[src/rtl/aou_pkg.sv]
// aou_pkg: shared types, constants and helpers of the adam optimizer update block
// used by aou_front, aou_back, adam_optimizer_update and the testbench; no dependencies
`default_nettype none

package aou_pkg;

  // sizing
  localparam int MAX_PARAMS = 1024;
  localparam int IDX_W      = $clog2(MAX_PARAMS);
  localparam int CNT_W      = 11;
  localparam int Q_DEPTH    = 4;
  localparam int Q_PTR_W    = $clog2(Q_DEPTH);

  // iteration counts of the arithmetic pipeline
  localparam int DIV_STEPS   = 72;
  localparam int SQRT_STEPS  = 52;
  localparam int QDIV_STEPS  = 40;

  // fixed point constants
  localparam logic [24:0] ONE_Q24   = 25'h100_0000;
  localparam logic [33:0] DELTA_CAP = 34'h2_0000_0000;

  // configuration port
  localparam int CFG_IDX_W  = 3;
  localparam int CFG_DATA_W = 32;
  localparam logic [CFG_IDX_W-1:0] REG_PARAM_COUNT    = CFG_IDX_W'(0);
  localparam logic [CFG_IDX_W-1:0] REG_STEP_RATE      = CFG_IDX_W'(1);
  localparam logic [CFG_IDX_W-1:0] REG_FIRST_DECAY    = CFG_IDX_W'(2);
  localparam logic [CFG_IDX_W-1:0] REG_SECOND_DECAY   = CFG_IDX_W'(3);
  localparam logic [CFG_IDX_W-1:0] REG_STABILITY_TERM = CFG_IDX_W'(4);

  typedef struct packed {
    logic signed [31:0] weight_in;
    logic signed [31:0] gradient;
  } aou_in_t;

  typedef struct packed {
    logic signed [31:0] weight_out;
    logic [IDX_W-1:0]   element_index;
    logic               step_end;
  } aou_out_t;

  typedef struct packed {
    logic [CNT_W-1:0] param_count;
    logic [23:0]      step_rate;
    logic [23:0]      first_decay;
    logic [23:0]      second_decay;
    logic [31:0]      stability_term;
  } aou_cfg_t;

  // one classified element waiting for the back end
  typedef struct packed {
    logic signed [31:0] weight;
    logic signed [31:0] grad;
    logic [IDX_W-1:0]   idx;
    logic               last;
    logic [24:0]        pow1;
    logic [24:0]        pow2;
  } aou_job_t;

  typedef struct packed {
    logic     valid;
    aou_job_t job;
  } aou_head_t;

  typedef struct packed {
    logic pop;
    logic clearing;
  } aou_ctl_t;

  // element count of one step after clamping
  function automatic logic [CNT_W-1:0] eff_count(input logic [CNT_W-1:0] pc);
    logic [CNT_W-1:0] c;
    c = pc;
    if (pc == '0) begin
      c = CNT_W'(1);
    end else if (pc > CNT_W'(MAX_PARAMS)) begin
      c = CNT_W'(MAX_PARAMS);
    end
    return c;
  endfunction

endpackage

`default_nettype wire

[src/rtl/aou_front.sv]
// aou_front: accepts input beats, tracks element position and decay powers,
// and queues classified elements for the back end; uses aou_pkg
`default_nettype none

module aou_front (
  input  logic               clk,
  input  logic               rst_n,
  input  aou_pkg::aou_cfg_t  cfg,
  input  logic               in_valid,
  output logic               in_stall,
  input  aou_pkg::aou_in_t   in_payload,
  output aou_pkg::aou_head_t head,
  input  aou_pkg::aou_ctl_t  ctl
);
  import aou_pkg::*;

  logic [IDX_W-1:0]   elem_cnt_r, elem_cnt_nxt;
  logic [24:0]        pow1_r, pow2_r;
  logic [48:0]        prod1, prod2;
  logic [24:0]        pow1_adv, pow2_adv;
  logic [CNT_W-1:0]   cnt_eff;
  logic               first_elem;
  logic               last;
  logic               accept;
  aou_job_t           job_nxt;

  aou_job_t           q_mem_r [Q_DEPTH];
  logic [Q_PTR_W-1:0] wr_ptr_r, rd_ptr_r;
  logic [Q_PTR_W:0]   q_cnt_r;

  // queue full or memories still clearing
  assign in_stall = (q_cnt_r == (Q_PTR_W+1)'(Q_DEPTH)) | ctl.clearing;
  assign accept   = in_valid & ~in_stall;

  // classify the element: position, end of step, decay powers
  always_comb begin
    cnt_eff      = eff_count(cfg.param_count);
    first_elem   = (elem_cnt_r == '0);
    prod1        = 49'(pow1_r) * 49'(cfg.first_decay);
    prod2        = 49'(pow2_r) * 49'(cfg.second_decay);
    pow1_adv     = prod1[48:24];
    pow2_adv     = prod2[48:24];
    last         = (CNT_W'(elem_cnt_r) + CNT_W'(1)) >= cnt_eff;
    elem_cnt_nxt = last ? '0 : elem_cnt_r + IDX_W'(1);
    job_nxt.weight = in_payload.weight_in;
    job_nxt.grad   = in_payload.gradient;
    job_nxt.idx    = elem_cnt_r;
    job_nxt.last   = last;
    job_nxt.pow1   = first_elem ? pow1_adv : pow1_r;
    job_nxt.pow2   = first_elem ? pow2_adv : pow2_r;
  end

  // position and running powers
  always_ff @(posedge clk) begin
    if (!rst_n) begin
      elem_cnt_r <= '0;
      pow1_r     <= ONE_Q24;
      pow2_r     <= ONE_Q24;
    end else if (accept) begin
      elem_cnt_r <= elem_cnt_nxt;
      if (first_elem) begin
        pow1_r <= pow1_adv;
        pow2_r <= pow2_adv;
      end
    end
  end

  // queue storage
  always_ff @(posedge clk) begin
    if (accept) begin
      q_mem_r[wr_ptr_r] <= job_nxt;
    end
  end

  // queue pointers
  always_ff @(posedge clk) begin
    if (!rst_n) begin
      wr_ptr_r <= '0;
      rd_ptr_r <= '0;
      q_cnt_r  <= '0;
    end else begin
      if (accept) begin
        wr_ptr_r <= wr_ptr_r + Q_PTR_W'(1);
      end
      if (ctl.pop) begin
        rd_ptr_r <= rd_ptr_r + Q_PTR_W'(1);
      end
      q_cnt_r <= q_cnt_r + (Q_PTR_W+1)'(accept) - (Q_PTR_W+1)'(ctl.pop);
    end
  end

  assign head.valid = (q_cnt_r != '0);
  assign head.job   = q_mem_r[rd_ptr_r];

endmodule

`default_nettype wire

[config.mk]
export PLATFORM = sky130hd
export DESIGN_NAME = aou_front
export DESIGN_NICKNAME = d
export VERILOG_FILES = /design/src/rtl/aou_pkg.sv /design/src/rtl/aou_front.sv
export SDC_FILE = /design/constraint.sdc
export NUM_CORES = 2
export LEC_CHECK = 0
export BUFFER_PORTS_ARGS = -buffer_cell sky130_fd_sc_hd__buf_2
export CORE_MARGIN = 10
export CORE_UTILIZATION = 60
export CTS_CLUSTER_SIZE = 28
export DETAILED_ROUTE_END_ITERATION = 8
export GPL_TIMING_DRIVEN = 0
export PLACE_DENSITY = 0.76
export SYNTH_ARGS = -nofsm -noshare
export SYNTH_HDL_FRONTEND = slang
export SYNTH_SLANG_ARGS = --single-unit
[constraint.sdc]
create_clock -name clk -period 24.1 [get_ports clk]
set_input_delay 4.82 -clock clk [delete_from_list [all_inputs] [get_ports clk]]
set_output_delay 4.82 -clock clk [all_outputs]
set_load 0.05 [all_outputs]
# [Word-level counts from Yosys, hierarchy flattened]
# Memory sizes are Yosys's and may differ from the RTL's. A register that Yosys moved wholly into a read port is not among the register bits.
# Index checks and enable logic that the tools add are counted.
[totals] out_inout_bits=127 n_memories=1 inputBits=184 regBits=67 ram_bits=500
[op_classes] n_mux=9 mul=2 n_lt_le_gt_ge=2 eq_ne=1 addsub=6 n_bitwise=3 reduce_logical=3
[memory_table] name="q_mem_r" depth=4 word_bits=125 read_ports=1 rd_clocked_by_memory_dff=1 wr=1 line_no="aou_front.sv:27" text="aou_job_t q_mem_r [Q_DEPTH];"
[op_table] cell="25-bit by 24-bit multiplier with 49-bit output" count=2
[op_table] cell="25-bit two-way mux" count=2
[op_table] cell="11-bit two-way mux" count=2
[op_table] cell="10-bit by 1-bit adder with 11-bit output (second input constant)" count=1
[op_table] cell="11-bit >= comparator" count=1
[op_table] cell="11-bit greater-than comparator (second input constant)" count=1
[op_table] cell="11-bit logical NOT" count=1
[op_table] cell="10-bit by 1-bit adder with 10-bit output (second input constant)" count=1
[op_table] cell="10-bit logical NOT" count=1
[op_table] cell="10-bit two-way mux" count=1
[op_table] cell="2-bit by 1-bit adder with 2-bit output (second input constant)" count=2
[op_table] cell="2-bit two-way mux" count=2
[op_table] cell="3-bit by 1-bit adder with 3-bit output" count=1
[op_table] cell="3-bit equality test (second input constant)" count=1
[op_table] cell="3-bit nonzero test" count=1
[op_table] cell="3-bit by 1-bit subtractor with 3-bit output" count=1
[op_table] cell="1-bit two-way mux" count=2
[op_table] cell="1-bit AND" count=1
[op_table] cell="1-bit NOT" count=1
[op_table] cell="1-bit OR" count=1

# [Depth between registers and ports, before layout]
[depth] word_depth=6 depth_mapped=28

# [Worst setup path before layout]
# Ideal clock, no wire load.
[synth_timing] kind="input-to-reg" startpoint="input port cfg[59] in the netlist's numbering" endpoint="memory q_mem_r[0][49] in the netlist's numbering (data pin)" required_time_ns=23.881 path_slack_ns=12.421 setup_time_ns=0.219 arrival_ns=11.461 cell_stages=25 cell_sequence="clkbuf_1 clkbuf_1 nand2_1 fa_1 inv_1 fa_1 inv_1 fa_1 fa_1 inv_1 fa_1 fa_1 inv_1 fa_1 inv_1 ha_1 nand4_1 or4_1 a21o_1 a31oi_4 o2111ai_2 a311oi_2 o21ai_1 and3_4 o31ai_1"
[synth_lines] item="start, declared" line_no="aou_front.sv:8" text="input aou_pkg::aou_cfg_t cfg,"
[synth_lines] item="end, declared" line_no="aou_front.sv:27"

==> qor.yml <==
synth_compound_area_share_pct: 3.52
critPathLaunchType: "input pin"
die_w_um: 336
synth_top_flop_cell: "edfxtp_1"
synth_edf_count: 500
grt_pass1_vias: 43649
critPathCaptureType: "flop"
antenna_found_initial: 15
min_path_type: "reg2reg"
syn-instance-count: 5455
cp_max_fo: 10
clock_latency_ns: 0.61
synthSimpleGateAreaFrac_pct: 12.8
hpwl_um: 138000
grt_pass1_wl_um: 268000
cts_buffers: 53
seq_area_um2: 16400
synth-seq-cells: 569
crit_arrival_ns: 13.65
synth-adder-area-share_pct: 41.3
layout_min_cycle_time_ns: 13.39
post_drt_wl_per_cell_um: 24.9
cts_tree: "done"
drtIter0Drc: 4422
nFillCells: 7540
clkSlewWorstSetupHoldPaths_ns: 0.07
io_pins: 311
synth.avg_cell_area_um2: 11.0
wirelength_um: 177000
cts_hold_buffers: 0
die_area_um2: 113000
setup_viol: 0
cts_buffer_depth: 3
crit_required_ns: 24.37
grt_max_degree: 62
r2r_slack_ns: 14.21
drt_pass1_iterations: 8
cts-root-buf: "clkbuf_16"
synth_xor_xnor_area_share_pct: 0.865
synth_seq_area_share_pct: 27.4
gp_congestion: 1.02
start_util_pct: 60.6
fin_setup_tns_ns: 0
synthMuxAreaShare_pct: 5.01
fp.dieH_um: 336
outcome: "finished, final reports clean"
drtAntennaViolNets: 0
async_reset_ff_share_pct: 0
drc: 0
fmax_mhz: 74.7
postCtsSetupRepairBufs: 0
rows: 115
final_hold_viol_count: 0
worst_slew_pin_slew_ns: 1.22
yosysWarnings: 0
maxSlewViolCount: 0
mostFrequentLayoutCells: "inv_1 (1163), fa_1 (1007), nand2_1 (777)"
viasPerCell: 5.93
skew_ns: 0.0152
ys_types: 75
synth_top_family_by_area: "adder cells"
final_common_cell: "inv_1"
cts_resized: 0
final_layout_size_suffix_gt1_share_pct: 8.48
path_class: "in2reg"
max-slew-margin-rel_pct: 18.6
cts_sinks: 569
syn_nets: 7007
num_vias: 42086
maxCapViolations: 0
multi_input_area_um2: 37900
grt_overflow: 0
synthToLayoutAreaGrowth_pct: 8.10
io_buffers: 242
grt_usage_pct: 31.8
coreArea_um2: 98600
rsz0062_at_grt: "no"
nets: 7312
h-tree-depth: 2
syn_area_um2: 59800
fin_crit_sh_pct: 55.6
-- flip-flops by register name, indices dropped and copies added (netlist names), named ones only --
signal / flops
q_mem_r: 500
elem_cnt_r: 10
pow2_r: 25
wr_ptr_r: 2
rd_ptr_r: 2
q_cnt_r: 3
pow1_r: 25
-- Yosys cell counts, types with 3 or more instances --
master	n	area, µm²
o21a_1	15	113
nand4b_1	5	43.8
or3_1	11	68.8
nor3b_1	3	22.5
nand3_1	35	175
buf_1	15	56.3
ha_1	361	4520
a31oi_1	10	62.6
inv_1	1163	4370
nor3_1	21	105
mux2_2	13	146
a2111oi_0	3	26.3
a21oi_1	88	440
a21o_1	50	375
edfxtp_1	500	15000
nor2b_1	8	50.1
o21ai_1	27	135
o31ai_1	8	60.1
and4_1	7	61.3
dfxtp_1	69	1380
xnor2_1	35	307
fa_1	1007	20200
mux4_2	125	2820
nand4_1	22	138
and3_1	11	68.8
o21bai_1	9	67.6
o21ai_0	43	215
a211oi_1	9	67.6
a211o_1	5	43.8
o211ai_1	13	97.6
mux2i_1	3	30.0
nor2_1	51	191
a21boi_0	8	60.1
xor2_1	24	210
a221oi_1	6	52.6
clkbuf_1	255	957
clkbuf_8	3	41.3
nand2_1	777	2920
nand2b_1	9	56.3
and2_1	583	3650
-- cells by family (layout without fill, tap and decap cells) --
logic type,after synthesis,in the layout
simple gates,1555,1555
buf+inv,1441,1788
fa+ha+maj,1368,1368
flops,569,569
compound gates,322,322
mux,141,141
xor+xnor,59,59
other cells,0,7
-- critical path, stage by stage --
cell	delay (ns)
clkbuf_1	0.59
clkbuf_1	0.78
nand2_1	0.17
fa_1	0.53
inv_1	0.05
fa_1	0.40
fa_1	0.49
fa_1	0.57
fa_1	0.43
fa_1	0.51
inv_1	0.07
fa_1	0.49
inv_1	0.05
ha_1	0.33
nand4_1	0.30
or4_1	0.64
a21oi_1	0.43
o21ai_1	0.31
a211oi_2	0.48
nor2_1	0.13
nor2b_1	0.13
nor3_1	0.07
o31ai_1	0.87
-- area by class of cell --
cell class	instances	share of cell area, %
antenna	7	0.0271
inverter	1166	6.78
clock inverter	33	0.597
buffer	275	1.66
tap	1287	2.49
timing repair buffer	250	2.18
clock buffer	64	2.16
sequential	569	25.4
multi-input combinational	3445	58.7
-- through the flow --
stage                     cell area (µm²)  cells  setup WS [ns]  hold WS [ns]  utilization, %
after floorplan                     59800   5455          12.42         0.469               -
after global placement              62600   6984          10.50         0.479            63.5
after detailed placement            62800   6992          10.28         0.495            63.7
after CTS                           64600   7089          10.93         0.514            65.5
after global routing                64600   7092          10.56         0.554            65.5
final                               64600   7096          10.71         0.510            65.5
-- routing by layer --
layer,track usage (%),up-vias,share of wire [%]
met5,0,-,0.099
met4,11.9,10,4.4
met3,9.47,431,13
met2,47.7,2681,44
met1,43.7,21454,38
li1,-,17510,-
-- path summary, 6_finish.rpt --
| kind | start | endpoint | cells past startpoint |
|---|---|---|---|
| worst max-delay path | cfg[73] | q_mem_r[1][44] | 23 |
| worst min-delay path | wr_ptr_r[1] | wr_ptr_r[1] | 2 |
| worst max register to register | pow1_r[20] | q_mem_r[1][44] | 23 |
| worst min register to register | wr_ptr_r[1] | wr_ptr_r[1] | 2 |
Power is not shown: default switching activity piles up to over one toggle a cycle in this logic, so the estimate is an artifact.
